$ cat src/rtl/core/swsr_pkg.sv
// ----------------------------------------------------------------------------
// swsr_pkg
// Shared types and constants for the single-wire sensor reader.
// ----------------------------------------------------------------------------
package swsr_pkg;

	// register widths
	localparam int START_W   = 18;
	localparam int SHORT_W   = 8;
	localparam int TMO_W     = 16;
	localparam int NBYTES_W  = 4;
	localparam int CFG_IDX_W = 3;
	localparam int CFG_DATA_W = START_W;

	// register indexes
	localparam logic [CFG_IDX_W-1:0] REG_START_LOW    = 3'd0;
	localparam logic [CFG_IDX_W-1:0] REG_RELEASE_WAIT = 3'd1;
	localparam logic [CFG_IDX_W-1:0] REG_SAMPLE_DELAY = 3'd2;
	localparam logic [CFG_IDX_W-1:0] REG_RESP_LOW_TMO = 3'd3;
	localparam logic [CFG_IDX_W-1:0] REG_RESP_HI_TMO  = 3'd4;
	localparam logic [CFG_IDX_W-1:0] REG_BIT_WAIT_TMO = 3'd5;
	localparam logic [CFG_IDX_W-1:0] REG_BYTES        = 3'd6;

	// register reset values
	localparam logic [START_W-1:0]  RST_START_LOW    = 18'd20000;
	localparam logic [SHORT_W-1:0]  RST_RELEASE_WAIT = 8'd30;
	localparam logic [SHORT_W-1:0]  RST_SAMPLE_DELAY = 8'd30;
	localparam logic [TMO_W-1:0]    RST_RESP_LOW_TMO = 16'd500;
	localparam logic [TMO_W-1:0]    RST_RESP_HI_TMO  = 16'd800;
	localparam logic [TMO_W-1:0]    RST_BIT_WAIT_TMO = 16'd50000;
	localparam logic [NBYTES_W-1:0] RST_BYTES        = 4'd5;

	// sequencer phases
	localparam int PH_W = 3;
	localparam logic [PH_W-1:0] PH_IDLE      = 3'd0;
	localparam logic [PH_W-1:0] PH_START     = 3'd1;
	localparam logic [PH_W-1:0] PH_RELEASE   = 3'd2;
	localparam logic [PH_W-1:0] PH_RESP_LOW  = 3'd3;
	localparam logic [PH_W-1:0] PH_RESP_HIGH = 3'd4;
	localparam logic [PH_W-1:0] PH_BIT_LOW   = 3'd5;
	localparam logic [PH_W-1:0] PH_SAMPLE    = 3'd6;
	localparam logic [PH_W-1:0] PH_BIT_HIGH  = 3'd7;

	typedef struct packed {
		logic [START_W-1:0]  start_low_ticks;
		logic [SHORT_W-1:0]  release_wait_ticks;
		logic [SHORT_W-1:0]  sample_delay_ticks;
		logic [TMO_W-1:0]    response_low_timeout;
		logic [TMO_W-1:0]    response_high_timeout;
		logic [TMO_W-1:0]    bit_wait_timeout;
		logic [NBYTES_W-1:0] bytes_per_read;
	} cfg_t;

	typedef struct packed {
		logic       drive_low;
		logic [7:0] data_byte;
		logic       byte_valid;
		logic       last_byte;
		logic       answered;
		logic       error;
		logic       busy_res;
	} res_t;

endpackage

$ cat src/rtl/core/swsr_cfg.sv
// ----------------------------------------------------------------------------
// swsr_cfg
// Configuration register file, write only.
// ----------------------------------------------------------------------------
module swsr_cfg
	import swsr_pkg::*;
(
	input  logic                  clk,
	input  logic                  arst_n,
	input  logic                  cfg_we,
	input  logic [CFG_IDX_W-1:0]  cfg_index,
	input  logic [CFG_DATA_W-1:0] cfg_data,
	output cfg_t                  cfg
);

	cfg_t cfg_q;

	always_ff @(posedge clk or negedge arst_n) begin
		if (!arst_n) begin
			cfg_q.start_low_ticks       <= RST_START_LOW;
			cfg_q.release_wait_ticks    <= RST_RELEASE_WAIT;
			cfg_q.sample_delay_ticks    <= RST_SAMPLE_DELAY;
			cfg_q.response_low_timeout  <= RST_RESP_LOW_TMO;
			cfg_q.response_high_timeout <= RST_RESP_HI_TMO;
			cfg_q.bit_wait_timeout      <= RST_BIT_WAIT_TMO;
			cfg_q.bytes_per_read        <= RST_BYTES;
		end else if (cfg_we) begin
			case (cfg_index)
				REG_START_LOW:    cfg_q.start_low_ticks       <= cfg_data[START_W-1:0];
				REG_RELEASE_WAIT: cfg_q.release_wait_ticks    <= cfg_data[SHORT_W-1:0];
				REG_SAMPLE_DELAY: cfg_q.sample_delay_ticks    <= cfg_data[SHORT_W-1:0];
				REG_RESP_LOW_TMO: cfg_q.response_low_timeout  <= cfg_data[TMO_W-1:0];
				REG_RESP_HI_TMO:  cfg_q.response_high_timeout <= cfg_data[TMO_W-1:0];
				REG_BIT_WAIT_TMO: cfg_q.bit_wait_timeout      <= cfg_data[TMO_W-1:0];
				REG_BYTES:        cfg_q.bytes_per_read        <= cfg_data[NBYTES_W-1:0];
				default: begin
				end
			endcase
		end
	end

	assign cfg = cfg_q;

endmodule

$ cat src/rtl/core/swsr_core.sv
// ----------------------------------------------------------------------------
// swsr_core
// Read sequencer: phase, tick counter, bit/byte counters, shifter and flags.
// ----------------------------------------------------------------------------
module swsr_core
	import swsr_pkg::*;
#(
	parameter int TICK_COUNT_WIDTH = 18
) (
	input  logic clk,
	input  logic arst_n,
	input  logic step,
	input  logic command,
	input  logic line_level,
	input  cfg_t cfg,
	output res_t res
);

	localparam int LW = (TICK_COUNT_WIDTH > START_W) ? TICK_COUNT_WIDTH : START_W;
	localparam logic [TICK_COUNT_WIDTH-1:0] CNT_MAX = {TICK_COUNT_WIDTH{1'b1}};

	logic [PH_W-1:0]             phase_q, phase_n;
	logic [TICK_COUNT_WIDTH-1:0] cnt_q, cnt_n, cnt_inc;
	logic [2:0]                  bit_q, bit_n;
	logic [2:0]                  byte_q, byte_n;
	logic [7:0]                  shift_q, shift_n;
	logic                        ans_q, ans_n;
	logic                        err_q, err_n;

	logic [LW-1:0]       lim_raw, lim;
	logic                reached;
	logic [NBYTES_W-1:0] nbytes;
	logic                last;
	logic                valid;
	logic [7:0]          byte_out;

	// saturating tick count
	assign cnt_inc = (cnt_q == CNT_MAX) ? cnt_q : cnt_q + 1'b1;

	always_comb begin
		case (phase_q)
			PH_START:     lim_raw = LW'(cfg.start_low_ticks);
			PH_RELEASE:   lim_raw = LW'(cfg.release_wait_ticks);
			PH_RESP_LOW:  lim_raw = LW'(cfg.response_low_timeout);
			PH_RESP_HIGH: lim_raw = LW'(cfg.response_high_timeout);
			PH_SAMPLE:    lim_raw = LW'(cfg.sample_delay_ticks);
			default:      lim_raw = LW'(cfg.bit_wait_timeout);
		endcase
	end

	assign lim     = (lim_raw > LW'(CNT_MAX)) ? LW'(CNT_MAX) : lim_raw;
	assign reached = LW'(cnt_inc) >= lim;

	always_comb begin
		if (cfg.bytes_per_read == '0)
			nbytes = NBYTES_W'(1);
		else if (cfg.bytes_per_read > NBYTES_W'(8))
			nbytes = NBYTES_W'(8);
		else
			nbytes = cfg.bytes_per_read;
	end

	assign last = (NBYTES_W'(byte_q) + 1'b1) >= nbytes;

	always_comb begin
		phase_n  = phase_q;
		cnt_n    = cnt_inc;
		bit_n    = bit_q;
		byte_n   = byte_q;
		shift_n  = shift_q;
		ans_n    = ans_q;
		err_n    = err_q;
		valid    = 1'b0;
		byte_out = '0;
		if (command) begin
			ans_n   = 1'b0;
			err_n   = 1'b0;
			bit_n   = '0;
			byte_n  = '0;
			shift_n = '0;
			phase_n = PH_START;
			cnt_n   = '0;
		end else begin
			case (phase_q)
				PH_IDLE: begin
					cnt_n = cnt_q;
				end
				PH_START: begin
					if (reached) begin
						phase_n = PH_RELEASE;
						cnt_n   = '0;
					end
				end
				PH_RELEASE: begin
					if (reached) begin
						cnt_n = '0;
						if (!line_level) begin
							ans_n   = 1'b1;
							phase_n = PH_RESP_LOW;
						end else begin
							phase_n = PH_IDLE;
						end
					end
				end
				PH_RESP_LOW: begin
					if (line_level || reached) begin
						err_n   = err_q | ~line_level;
						phase_n = PH_RESP_HIGH;
						cnt_n   = '0;
					end
				end
				PH_RESP_HIGH: begin
					if (!line_level || reached) begin
						err_n   = err_q | line_level;
						phase_n = PH_BIT_LOW;
						cnt_n   = '0;
					end
				end
				PH_BIT_LOW: begin
					if (line_level || reached) begin
						phase_n = PH_SAMPLE;
						cnt_n   = '0;
					end
				end
				PH_SAMPLE: begin
					if (reached) begin
						shift_n = {shift_q[6:0], line_level};
						phase_n = PH_BIT_HIGH;
						cnt_n   = '0;
					end
				end
				PH_BIT_HIGH: begin
					if (!line_level || reached) begin
						cnt_n = '0;
						if (bit_q == 3'd7) begin
							valid    = 1'b1;
							byte_out = shift_q;
							bit_n    = '0;
							shift_n  = '0;
							if (last) begin
								byte_n  = '0;
								phase_n = PH_IDLE;
							end else begin
								byte_n  = byte_q + 1'b1;
								phase_n = PH_BIT_LOW;
							end
						end else begin
							bit_n   = bit_q + 1'b1;
							phase_n = PH_BIT_LOW;
						end
					end
				end
				default: begin
					phase_n = PH_IDLE;
					cnt_n   = '0;
				end
			endcase
		end
	end

	always_ff @(posedge clk or negedge arst_n) begin
		if (!arst_n) begin
			phase_q <= PH_IDLE;
			cnt_q   <= '0;
			bit_q   <= '0;
			byte_q  <= '0;
			shift_q <= '0;
			ans_q   <= 1'b0;
			err_q   <= 1'b0;
		end else if (step) begin
			phase_q <= phase_n;
			cnt_q   <= cnt_n;
			bit_q   <= bit_n;
			byte_q  <= byte_n;
			shift_q <= shift_n;
			ans_q   <= ans_n;
			err_q   <= err_n;
		end
	end

	always_comb begin
		res.drive_low  = (phase_n == PH_START);
		res.data_byte  = byte_out;
		res.byte_valid = valid;
		res.last_byte  = valid & last;
		res.answered   = ans_n;
		res.error      = err_n;
		res.busy_res   = (phase_n != PH_IDLE);
	end

endmodule

$ cat src/rtl/core/single_wire_sensor_reader.sv
// Path: each input transfer passes the input register, then the result register, and is
// then valid on m_*; stage 1 waits while the result register is full and not draining.
// Throughput: one tick per cycle unless the output stalls, set by the sequencer's
// combinational next-state logic between the input register and the result register.
// Reset (arst_n low): sequencer idle, counters and flags cleared, registers take
// their defaults, both stream stages empty.
// ----------------------------------------------------------------------------
// single_wire_sensor_reader
// Master side of a single-wire humidity sensor read, one input per 1 us tick.
// ----------------------------------------------------------------------------
module single_wire_sensor_reader
	import swsr_pkg::*;
#(
	parameter int TICK_COUNT_WIDTH = 18
) (
	input  logic                  clk,
	input  logic                  arst_n,
	input  logic                  cfg_we,
	input  logic [CFG_IDX_W-1:0]  cfg_index,
	input  logic [CFG_DATA_W-1:0] cfg_data,
	input  logic                  s_tvalid,
	output logic                  s_tready,
	input  logic [7:0]            s_tdata,   // [0] line_level, [7:1] zero
	input  logic                  s_tuser,   // [0] command
	output logic                  m_tvalid,
	input  logic                  m_tready,
	output logic [15:0]           m_tdata,   // [0] drive_low, [8:1] data_byte,
	                                         // [9] answered, [10] error, [11] busy_res
	output logic                  m_tuser,   // [0] byte_valid
	output logic                  m_tlast    // last_byte
);

	cfg_t cfg;
	res_t res;

	logic valid_s1, cmd_s1, line_s1;
	logic valid_s2;
	res_t res_s2;
	logic advance;

	// stage 1 moves into the result register when that register is free or drains
	assign advance  = valid_s1 && (!valid_s2 || m_tready);
	assign s_tready = !valid_s1 || advance;

	swsr_cfg u_cfg (
		.clk       (clk),
		.arst_n    (arst_n),
		.cfg_we    (cfg_we),
		.cfg_index (cfg_index),
		.cfg_data  (cfg_data),
		.cfg       (cfg)
	);

	swsr_core #(
		.TICK_COUNT_WIDTH (TICK_COUNT_WIDTH)
	) u_core (
		.clk        (clk),
		.arst_n     (arst_n),
		.step       (advance),
		.command    (cmd_s1),
		.line_level (line_s1),
		.cfg        (cfg),
		.res        (res)
	);

	always_ff @(posedge clk or negedge arst_n) begin
		if (!arst_n)
			valid_s1 <= 1'b0;
		else if (s_tready)
			valid_s1 <= s_tvalid;
	end

	always_ff @(posedge clk) begin
		if (s_tvalid && s_tready) begin
			cmd_s1  <= s_tuser;
			line_s1 <= s_tdata[0];
		end
	end

	always_ff @(posedge clk or negedge arst_n) begin
		if (!arst_n)
			valid_s2 <= 1'b0;
		else if (advance)
			valid_s2 <= 1'b1;
		else if (m_tready)
			valid_s2 <= 1'b0;
	end

	always_ff @(posedge clk) begin
		if (advance)
			res_s2 <= res;
	end

	assign m_tvalid = valid_s2;
	assign m_tdata  = {4'b0000, res_s2.busy_res, res_s2.error, res_s2.answered,
		res_s2.data_byte, res_s2.drive_low};
	assign m_tuser  = res_s2.byte_valid;
	assign m_tlast  = res_s2.last_byte;

endmodule

$ cat config.mk
export PLATFORM = sky130hd
export DESIGN_NAME = single_wire_sensor_reader
export DESIGN_NICKNAME = d
export VERILOG_FILES = /design/src/rtl/core/swsr_pkg.sv /design/src/rtl/core/swsr_cfg.sv /design/src/rtl/core/swsr_core.sv /design/src/rtl/core/single_wire_sensor_reader.sv
export SDC_FILE = /design/constraint.sdc
export NUM_CORES = 1
export LEC_CHECK = 0
export BUFFER_PORTS_ARGS = -buffer_cell sky130_fd_sc_hd__buf_2
export CORE_MARGIN = 5
export CORE_UTILIZATION = 50
export DETAILED_ROUTE_END_ITERATION = 6
export PLACE_DENSITY_LB_ADDON = 0.08
export SETUP_SLACK_MARGIN = 0.1
export SLEW_MARGIN = 15
export SYNTH_ARGS = -nofsm -noshare
export SYNTH_HDL_FRONTEND = slang
export SYNTH_SLANG_ARGS = --single-unit
export TNS_END_PERCENT = 1
$ cat constraint.sdc
create_clock -name clk -period 4.5 [get_ports clk]
set_input_delay 0 -clock clk [delete_from_list [all_inputs] [get_ports clk]]
set_output_delay 0 -clock clk [all_outputs]
set_load 0.05 [all_outputs]
==> results of run 1 <==
-- state kept, by name, indices dropped and copies added, names as in the netlist, 3 cells and up --
signal          cells
u_cfg.cfg          86
u_core.byte_q       3
u_core.cnt_q       18
u_core.bit_q        3
u_core.phase_q      3
u_core.shift_q      8
m_tdata            12
-- path summary, 6_finish.rpt --
check / slack, ns / from / cells past startpoint / to
max: 0.24 / u_core.cnt_q[1] / 14 / u_core.byte_q[0]
min: 0.10 / cfg_index[1] / 3 / u_cfg.cfg[2]
max reg2reg: 0.24 / u_core.cnt_q[1] / 14 / u_core.byte_q[0]
min reg2reg: 0.50 / u_cfg.cfg[68] / 1 / u_cfg.cfg[68]
max in group asynchronous: 3.00 / arst_n / 3 / u_cfg.cfg[85]
min in group asynchronous: 0.26 / arst_n / 2 / u_core.cnt_q[16]
-- power by group --
| group | switching [mW] | internal [mW] | total [mW] | leakage (nW) |
|---|---|---|---|---|
| registers | 0.134 | 1.55 | 1.68 | 1.67 |
| clock network | 0.548 | 0.777 | 1.32 | 0.283 |
| logic | 0.481 | 0.406 | 0.887 | 1.80 |
-- synthesized netlist by cell type (all sizes together), types with 2 or more instances --
master	n	area, um2
a41oi	2	17.52
a21oi	34	181.4
nand3	12	60.06
o22ai	7	43.79
o211ai	4	30.03
nor2b	3	18.77
edfxtp	16	480.5
nand2	48	182.7
and3	10	62.56
mux2i	33	330.3
a22o	6	52.55
or4	2	15.01
nand4	7	43.79
a31oi	27	168.9
xor2	8	70.07
a2111oi	2	37.54
o21a	3	22.52
nand2b	9	56.30
mux2	100	1126
nand4b	3	26.28
nor3b	3	22.52
and2	11	68.82
xnor2	7	61.31
clkbuf	31	166.4
dfstp	30	788.3
nor2	34	127.6
ha	26	325.3
a21o	5	37.54
inv	20	75.07
or3	5	31.28
nor3	8	40.04
a22oi	8	60.06
buf	5	41.29
dfrtp	95	2377
o21ai	24	120.1
-- worst register-to-register path: cells and delay by family, from the launching register on --
kind / cells / cell delay [ns]
XOR/XNOR: 1 / 0.16
adder cells (fa/ha/maj): 2 / 0.47
AND/OR/NAND/NOR: 7 / 1.88
AO/OA/AOI/OAI: 3 / 0.95
multiplexers: 1 / 0.29
flip-flops: 1 / 0.41
-- routing by layer --
metal | share of wire, % | wire length [um]
met5 | 0 | 0
met4 | 0.99 | 166
met3 | 3.6 | 608
met2 | 49 | 8227
met1 | 46 | 7717
-- logic make-up after synthesis --
| family | count (synthesis) |
|---|---|
| xor gates and xnor gates | 15 |
| adders and majority gates | 26 |
| and+or+nand+nor | 159 |
| buffers and inverters | 57 |
| AOI/OAI and AO/OA | 133 |
| muxes | 134 |
| other | 1 |
| DFF | 141 |
-- cell type report --
cell class	count	area (um2)	share of cell area, %
multi-input cells	471	3704	41.64
flip-flops and latches	141	3649	41.02
repair buffers	93	673.1	7.569
clock buffers	19	442.9	4.980
well taps	188	235.2	2.645
clock inverters	13	111.4	1.252
inverters	21	78.83	0.8863
-- timing repair --
action | 4_1_cts | 5_1_grt
pin swaps | 0 | 4
setup endpoints to repair | 2 | 28
resized for setup | 3 | 7
hold endpoints to repair | 149 | 0
hold buffers | 24 | 0
buffers inserted | 0 | 1
==> metrics.md, run 1 <==
| Metric | Value |
|---|---|
| Die X | `about 130 um` |
| Critical path class | `flip-flop to flip-flop` |
| Antenna Nets Post-Route | `0` |
| Mapped cell area | `7550 um2` |
| Xor and xnor area share after synthesis | `1.740%` |
| Aggregate global-route resource usage | `19.56%` |
| Slew HR | `a little over a fifth` |
| Initial antenna violation count | `0` |
| Post-route cell area | `8894 um2` |
| Worst EP required | `4.80 ns` |
| Placed Cells | `888` |
| Setup TNS | `0 ns` |
| Post-Synth Adder-Cell Area | `~4.3%` |
| Worst path cell trace | `ha_4 > and3_4 > or3b_4 > or3_1 > and3_1 > and3_1 > xor2_1 > ha_1 > nand2_1 > or4_4 > o211a_4 > a311oi_4 > o21ai_1 > mux2_2` |
| Final nets | `806` |
| DIE AREA | `17,660 um2` |
| Vias in the first global route | `5,443` |
| Final HPWL DP | `11,050 um` |
| DRC | `0` |
| Yosys warnings | `0` |
| Average vias per placed instance | `5.738` |
| H-tree depth | `4` |
| Maximum root-to-sink buffer count | `2` |
| CTS tree | `yes` |
| Met1 Use GR | `25.76%` |
| Clk Latency, worst-skew pair | `0.42 ns` |
| Clock sinks | `around 140` |
| RSZ-0062 raised after global routing | `yes` |
| CTS root buf | `clkbuf_16` |
| GRT met2 Usage | `32.36%` |
| Worst setup margin | `0.2359 ns` |
| Leak | `3.754 nW` |
| Mux cell area share after synthesis | `19.59%` |
| Synth Area in Compound Gates | `about an eighth` |
| Post-Syn Area per Cell | `11.34 um2` |
| Core Box Area | `15,030 um2` |
| Hold Path Class | `input port to flip-flop` |
| Startpoint Class | `flip-flop` |
| Top-Level Pins | `55` |
| Total power | `3.895 mW` |
| Pwr Density | `437.9 nW/um2` |
| Synth unique cells | `59` |
| Pre-CTS WS | `about 0.016 ns` |
| Per-cell routed wire length | `17.67 um` |
| Top cell by count, worst path | `and3_1` |
| Slowest-stage cell, CP | `a311oi_4` |
| Post-synth EDFFs | `16` |
| Via count | `roughly 5.4k` |
| Hold Slack | `0.1040 ns` |
| Die height | `roughly 130 um` |
| Simple-gate share of the synthesized area | `10.46%` |
| CP arrival | `approximately 4.6 ns` |
| Drt pass-1 iters | `5` |
| Setup crit end kind | `flip-flop` |
| Largest net degree at the start of global routing | `71` |
| Initial Utilization | `50.22%` |
| Port bufs | `43` |
| Commonest non-fill, non-tap cell in the layout | `mux2_2` |
| Final non-filler cell total | `946` |
| Status | `finished, final reports clean` |
| Final wirelength | `roughly 17,000 um` |
| CP Max Fanout | `9` |
| Fill count | `1,248` |
| Maximum VDD drop | `0.4072 mV` |
| Mapped Cells | `666` |
| Post-synth ARST share | `88.65%` |
| Initial DRC count | `342` |
| Most frequent cells in the layout | `mux2_2, dfrtp_1, nand2_1` |
| Core Util, Final | `59.16%` |
| Placement Cell Area | `8023 um2` |
| Ant diodes | `0` |
| Final setup vio count | `0` |
| Clock Skews | `0.008148 ns` |
| Num CTS Buffers | `17` |
| Buf+Inv Stages, Crit Path | `0` |
| Area delta synth->final | `17.80%` |
| Final Cycle Share | `a little over nine tenths` |
| Proportion of layout cells with a drive suffix above 1 | `33.11%` |
| Row count | `45` |
| First-pass GRT wire length | `27,520 um` |
| Peak Freq | `234.5 MHz` |
| Top cell family by delay on the critical path | `simple AND/OR/NAND/NOR gates` |
| Worst slew pin tran | `between 1 and 1.5 ns` |
| Top FF cell, synth | `dfrtp_1` |
| Sequential area share after synthesis | `48.29%` |
| Final hold violation count | `0` |
| Routing usage on met3 | `4.183%` |
| Final Max Tran Viols | `0` |
| Total grt overflow | `0` |
| #FFs+latches synth | `141` |
| Worst path max stage delay | `approximately 0.46 ns` |
| RD Place Congestion | `between 0.8 and 0.9` |
| Most used routing layer | `met2` |
| Largest family of logic cells by synthesized area | `multiplexers` |
| Clock transition at path regs | `0.06 ns` |
| Max cap viols | `0` |
| Final min period | `4.264 ns` |
Note: power is estimated with default switching activity, not from simulation.
==> run 2, diff against run 1 <==
--- a/config.mk
+++ b/config.mk
@@ -5,11 +5,12 @@
 export SDC_FILE = /design/constraint.sdc
 export NUM_CORES = 1
 export LEC_CHECK = 0
-export BUFFER_PORTS_ARGS = -buffer_cell sky130_fd_sc_hd__buf_2
-export CORE_MARGIN = 5
+export BUFFER_PORTS_ARGS = -buffer_cell sky130_fd_sc_hd__clkbuf_2
+export CORE_MARGIN = 3
 export CORE_UTILIZATION = 50
 export DETAILED_ROUTE_END_ITERATION = 6
 export PLACE_DENSITY_LB_ADDON = 0.08
+export REMOVE_ABC_BUFFERS = 1
 export SETUP_SLACK_MARGIN = 0.1
 export SLEW_MARGIN = 15
 export SYNTH_ARGS = -nofsm -noshare
==> metrics.md, run 2 (same netlist as run 1, synthesis figures left out) <==
| Metric | Value |
|---|---|
| Commonest non-fill, non-tap cell in the layout | `mux2_2` |
| Slew HR | `23.93% (+2.0 points)` |
| Pwr Density | `432.8 nW/um2 (-1.2%)` |
| Initial antenna violation count | `0 (unchanged)` |
| Top cell family by delay on the critical path | `simple AND/OR/NAND/NOR gates` |
| Area delta synth->final | `18.69%` |
| Vias in the first global route | `5,396 (-0.86%)` |
| Hold Path Class | `input port to flip-flop` |
| Worst path max stage delay | `0.42 ns (-0.04 ns)` |
| Final HPWL DP | `11,260 um (+2.0%)` |
| Placement Cell Area | `8050 um2 (+0.34%)` |
| Pre-CTS WS | `0.02307 ns (+0.006765 ns)` |
| Worst setup margin | `0.2262 ns (-0.009642 ns)` |
| Final Max Tran Viols | `0 (unchanged)` |
| Peak Freq | `234.0 MHz (-0.23%)` |
| Die X | `128.9 um (-3.0%)` |
| Final wirelength | `16,460 um (-1.5%)` |
| Post-route cell area | `8961 um2 (+0.76%)` |
| Max reg flops | `86 (unchanged)` |
| RSZ-0062 raised after global routing | `yes` |
| RD Place Congestion | `0.7963 (-0.80%)` |
| Worst slew pin tran | `1.135 ns (-0.02960 ns)` |
| Per-cell routed wire length | `17.38 um (-1.6%)` |
| CP arrival | `4.44 ns (-0.13 ns)` |
| Antenna Nets Post-Route | `0 (unchanged)` |
| Slowest-stage cell, CP | `dfrtp_1` |
| Total grt overflow | `0 (unchanged)` |
| Maximum VDD drop | `0.3233 mV (-21%)` |
| Startpoint Class | `flip-flop` |
| Clock transition at path regs | `0.06 ns (about the same)` |
| Maximum root-to-sink buffer count | `2 (unchanged)` |
| Final non-filler cell total | `947 (+0.11%)` |
| Port bufs | `43 (unchanged)` |
| Status | `finished, final reports clean` |
| Setup crit end kind | `flip-flop` |
| Final setup vio count | `0 (unchanged)` |
| Core Util, Final | `61.19% (+2.0 points)` |
| Final Cycle Share | `94.97% (+0.21 points)` |
| Final nets | `811 (+0.62%)` |
| Row count | `44 (-2.2%)` |
| Placed Cells | `886 (-0.23%)` |
| Clock sinks | `141 (unchanged)` |
| DIE AREA | `16,610 um2 (-5.9%)` |
| Final hold violation count | `0 (unchanged)` |
| Proportion of layout cells with a drive suffix above 1 | `34.34% (+1.2 points)` |
| H-tree depth | `4 (unchanged)` |
| Buf+Inv Stages, Crit Path | `0 (unchanged)` |
| First-pass GRT wire length | `26,930 um (-2.1%)` |
| Ant diodes | `0 (unchanged)` |
| Average vias per placed instance | `5.750 (+0.21%)` |
| DRC | `0 (unchanged)` |
| Top-Level Pins | `55 (unchanged)` |
| Core Box Area | `14,640 um2 (-2.6%)` |
| Final min period | `4.274 ns (+0.009642 ns)` |
| Num CTS Buffers | `17 (unchanged)` |
| Initial Utilization | `51.56% (+1.3 points)` |
| Worst EP required | `4.67 ns (-0.13 ns)` |
| CTS tree | `yes` |
| Drt pass-1 iters | `5 (unchanged)` |
| Die height | `128.9 um (-3.0%)` |
| CTS root buf | `clkbuf_16` |
| Most frequent cells in the layout | `mux2_2, dfrtp_1, nand2_1` |
| Aggregate global-route resource usage | `20.62% (+1.1 points)` |
| Clock Skews | `0.007693 ns (-0.0004545 ns)` |
| Clk Latency, worst-skew pair | `0.42 ns (about the same)` |
| Via count | `5,445 (+0.31%)` |
| Initial DRC count | `296 (-13%)` |
| Critical path class | `flip-flop to flip-flop` |
| Leak | `3.778 nW (+0.64%)` |
| Max cap viols | `0 (unchanged)` |
| Worst path cell trace | `ha_4 > and3_4 > or3b_4 > or3_4 > and3_4 > and3_4 > xor2_1 > ha_1 > nand2_1 > or4_4 > o211a_4 > a2111oi_1 > a211oi_1 > or3_1` |
| CP Max Fanout | `4 (-5)` |
| Fill count | `1,176 (-5.8%)` |
| Top cell by count, worst path | `and3_4` |
| Largest net degree at the start of global routing | `59 (-17%)` |
run 2: cell count changes in the layout (fill, tap and decap cells not counted), sizes merged:
cell,before,now
clkinvlp,0,2
bufinv,1,0
buf,69,32
inv,26,25
clkinv,7,6
clkbuf,19,62
run 2: final timing paths:
| kind | end | cells past startpoint | slack, ns | from |
|---|---|---|---|---|
| worst max register to register | m_tdata[11] | 14 | 0.23 | u_core.cnt_q[1] |
| max in group asynchronous | u_cfg.cfg[73] | 3 | 3.31 | arst_n |
| min in group asynchronous | u_cfg.cfg[50] | 2 | 0.19 | arst_n |
| worst min register to register | u_cfg.cfg[46] | 1 | 0.50 | u_cfg.cfg[46] |
| worst max-delay path | m_tdata[11] | 14 | 0.23 | u_core.cnt_q[1] |
| worst min-delay path | u_cfg.cfg[0] | 3 | 0.14 | cfg_index[1] |
run 2: area by class of cell:
cell class	count	area [um2]	share of cell area (%)
Tap cell	184	230.2	2.569
Timing Repair Buffer	98	728.2	8.126
Clock inverter	12	85.08	0.9495
Clock buffer	20	466.7	5.208
Sequential cell	141	3649	40.71
Inverter	21	78.83	0.8796
Multi-Input combinational cell	471	3724	41.55
run 2: metal layers:
layer	share of wire [%]	wire length (um)	vias to the layer above	GRT usage [%]
li1	-	-	2605	-
met1	49	8005	2698	29.04
met2	46	7637	126	32.26
met3	3.9	647	16	4.566
met4	1.0	171	0	5.930
met5	0	0	-	0
run 2: worst min-delay path: cells and delay by family:
kind | cells | cell delay, ns
simple gates | 1 | 0.23
buf+inv | 1 | 0.11
mux | 1 | 0.19
run 2: metrics by stage:
step | TNS [ns] | power (mW) | hold WS, ns
after floorplan | -8.799 | 2.262 | -0.2956
after global placement | 0 | 2.508 | 0.1150
after detailed placement | 0 | 2.562 | 0.1231
after CTS | 0 | 3.893 | 0.1272
after global routing | 0 | 4.087 | 0.1681
final | 0 | 3.878 | 0.1413
run 2: timing repair:
item,CTS,global route
buffers inserted,1,4
endpoints found under the setup margin,17,43
resized for setup,0,14
hold endpoints to repair,145,0
hold buffers,24,0
pin swaps,2,7
run 2: power breakdown:
group	switching (mW)	internal (mW)	total, mW	leakage [nW]
Clock	0.556	0.752	1.31	0.274
Combinational	0.479	0.408	0.887	1.84
Sequential	0.135	1.55	1.68	1.67
==> run 3, diff against run 2 <==
--- a/config.mk
+++ b/config.mk
@@ -8,8 +8,9 @@
 export BUFFER_PORTS_ARGS = -buffer_cell sky130_fd_sc_hd__clkbuf_2
 export CORE_MARGIN = 3
 export CORE_UTILIZATION = 50
+export CTS_BUF_LIST = sky130_fd_sc_hd__clkbuf_8
 export DETAILED_ROUTE_END_ITERATION = 6
-export PLACE_DENSITY_LB_ADDON = 0.08
+export PLACE_DENSITY = 0.79
 export REMOVE_ABC_BUFFERS = 1
 export SETUP_SLACK_MARGIN = 0.1
 export SLEW_MARGIN = 15
==> metrics.md, run 3 (same netlist as run 1, synthesis figures left out) <==
| Metric | Value |
|---|---|
| Final non-filler cell total | `946 (-0.11%)` |
| Worst slew pin tran | `1.128 ns (-0.006741 ns)` |
| Total grt overflow | `0 (unchanged)` |
| Commonest non-fill, non-tap cell in the layout | `mux2_2` |
| Slew HR | `24.38% (+0.45 points)` |
| Largest net degree at the start of global routing | `75 (+27%)` |
| Top-Level Pins | `55 (unchanged)` |
| Status | `finished, final reports clean` |
| Vias in the first global route | `5,632 (+4.4%)` |
| Most frequent cells in the layout | `mux2_2, dfrtp_1, nand2_1` |
| Final HPWL DP | `10,960 um (-2.7%)` |
| Reg2Reg Setup Slack | `0.22 ns (about the same)` |
| Final Max Tran Viols | `0 (unchanged)` |
| Die X | `128.9 um (unchanged)` |
| RD Place Congestion | `0.9155 (+15%)` |
| Clock sinks | `141 (unchanged)` |
| Final min period | `4.275 ns (+0.001392 ns)` |
| Num CTS Buffers | `17 (unchanged)` |
| Final Cycle Share | `95.00% (about the same)` |
| Initial antenna violation count | `0 (unchanged)` |
| Per-cell routed wire length | `17.10 um (-1.6%)` |
| RSZ-0062 raised after global routing | `no` |
| Proportion of layout cells with a drive suffix above 1 | `34.12% (-0.22 points)` |
| Max cap viols | `0 (unchanged)` |
| Leak | `3.688 nW (-2.4%)` |
| Final wirelength | `16,170 um (-1.7%)` |
| Initial Utilization | `51.56% (unchanged)` |
| Startpoint Class | `flip-flop` |
| Total power | `3.500 mW (-9.8%)` |
| Peak Freq | `233.9 MHz (about the same)` |
| CP arrival | `4.49 ns (+0.05 ns)` |
| Final hold violation count | `0 (unchanged)` |
| Area delta synth->final | `15.58%` |
| Pwr Density | `401.1 nW/um2 (-7.3%)` |
| DIE AREA | `16,610 um2 (unchanged)` |
| Maximum VDD drop | `0.2758 mV (-15%)` |
| Ant diodes | `0 (unchanged)` |
| Max reg flops | `86 (unchanged)` |
| Setup crit end kind | `flip-flop` |
| Clk Latency, worst-skew pair | `0.46 ns (+0.04 ns)` |
| Initial DRC count | `336 (+14%)` |
| DRC | `0 (unchanged)` |
| Antenna Nets Post-Route | `0 (unchanged)` |
| Final nets | `810 (-0.12%)` |
| Row count | `44 (unchanged)` |
| Average vias per placed instance | `5.809 (+1.0%)` |
| Maximum root-to-sink buffer count | `2 (unchanged)` |
| Die height | `128.9 um (unchanged)` |
| Hold Path Class | `input port to flip-flop` |
| Placed Cells | `883 (-0.34%)` |
| CTS tree | `yes` |
| H-tree depth | `4 (unchanged)` |
| Clock Skews | `0.01685 ns (+0.009154 ns)` |
| CP Max Fanout | `4 (unchanged)` |
| Clock transition at path regs | `0.08 ns (+0.02 ns)` |
| Placement Cell Area | `7998 um2 (-0.65%)` |
| Core Box Area | `14,640 um2 (unchanged)` |
| CTS root buf | `clkbuf_8` |
| Drt pass-1 iters | `5 (unchanged)` |
| First-pass GRT wire length | `27,010 um (+0.28%)` |
| Via count | `5,495 (+0.92%)` |
| Aggregate global-route resource usage | `20.47% (-0.15 points)` |
| Final setup vio count | `0 (unchanged)` |
| Critical path class | `flip-flop to flip-flop` |
| Worst EP required | `4.71 ns (+0.04 ns)` |
| Post-route cell area | `8726 um2 (-2.6%)` |
| Fill count | `1,180 (+0.34%)` |
| Port bufs | `43 (unchanged)` |
run 3: worst paths after layout:
check / start / to / depth (start not counted)
hold reg to reg: u_cfg.cfg[33] / u_cfg.cfg[33] / 1
max in group asynchronous: arst_n / u_cfg.cfg[5] / 3
setup reg to reg: u_core.cnt_q[1] / m_tdata[11] / 14
setup / recovery: u_core.cnt_q[1] / m_tdata[11] / 14
hold / removal: cfg_index[1] / u_cfg.cfg[1] / 3
min in group asynchronous: arst_n / u_cfg.cfg[74] / 2
run 3: final cells by class:
cell class / count / area [um2] / area share (%)
inverters: 21 / 78.83 / 0.9034
repair buffers: 97 / 699.4 / 8.015
flip-flops and latches: 141 / 3649 / 41.81
multi-input cells: 471 / 3712 / 42.54
clock inverters: 15 / 122.6 / 1.405
clock buffers: 17 / 234.0 / 2.681
well taps: 184 / 230.2 / 2.638
run 3: worst max-delay path, cell delays in order, from the launching register on:
cell and delay, ns:
dfrtp_1 0.42, ha_4 0.15, and3_4 0.19, or3b_4 0.41, or3_4 0.39, and3_4 0.19, and3_4 0.19, xor2_1 0.15
ha_1 0.30, nand2_1 0.07, or4_4 0.42, o211a_1 0.29, a2111oi_2 0.40, a211oi_1 0.10, or3_1 0.37
run 3: repair_timing:
action / in CTS / in global routing
setup buffers: 1 / 5
pin swaps: 1 / 5
hold endpoints to repair: 152 / 0
endpoints found under the setup margin: 13 / 28
gates resized for setup: 0 / 14
hold buffers: 24 / 0
run 3: power by group:
part | switching [mW] | total, mW | internal (mW)
clock | 0.505 | 0.939 | 0.433
sequential | 0.137 | 1.68 | 1.55
combinational | 0.468 | 0.877 | 0.409
run 3: per-stage QoR:
| stage | TNS (ns) | setup slack, ns | hold slack [ns] | util, % |
|---|---|---|---|---|
| 2_1_floorplan | -8.799 | -0.6405 | -0.2956 | - |
| 3_3_place_gp | 0 | 0.1714 | 0.1802 | 54.61 |
| 3_5_place_dp | 0 | 0.04355 | 0.1793 | 54.61 |
| 4_1_cts | 0 | 0.05903 | 0.06269 | 58.83 |
| 5_1_grt | 0 | 0.09342 | 0.1095 | 59.59 |
| 6_report | 0 | 0.2248 | 0.09967 | 59.59 |
run 3: layer usage:
| metal | vias up | wire length, um | share of wire (%) | global-route usage, % |
|---|---|---|---|---|
| met3 | 25 | 715 | 4.4 | 4.691 |
| li1 | 2603 | - | - | - |
| met5 | - | 0 | 0 | 0 |
| met4 | 0 | 307 | 1.9 | 8.215 |
| met2 | 147 | 8033 | 50 | 33.51 |
| met1 | 2720 | 7117 | 44 | 26.41 |
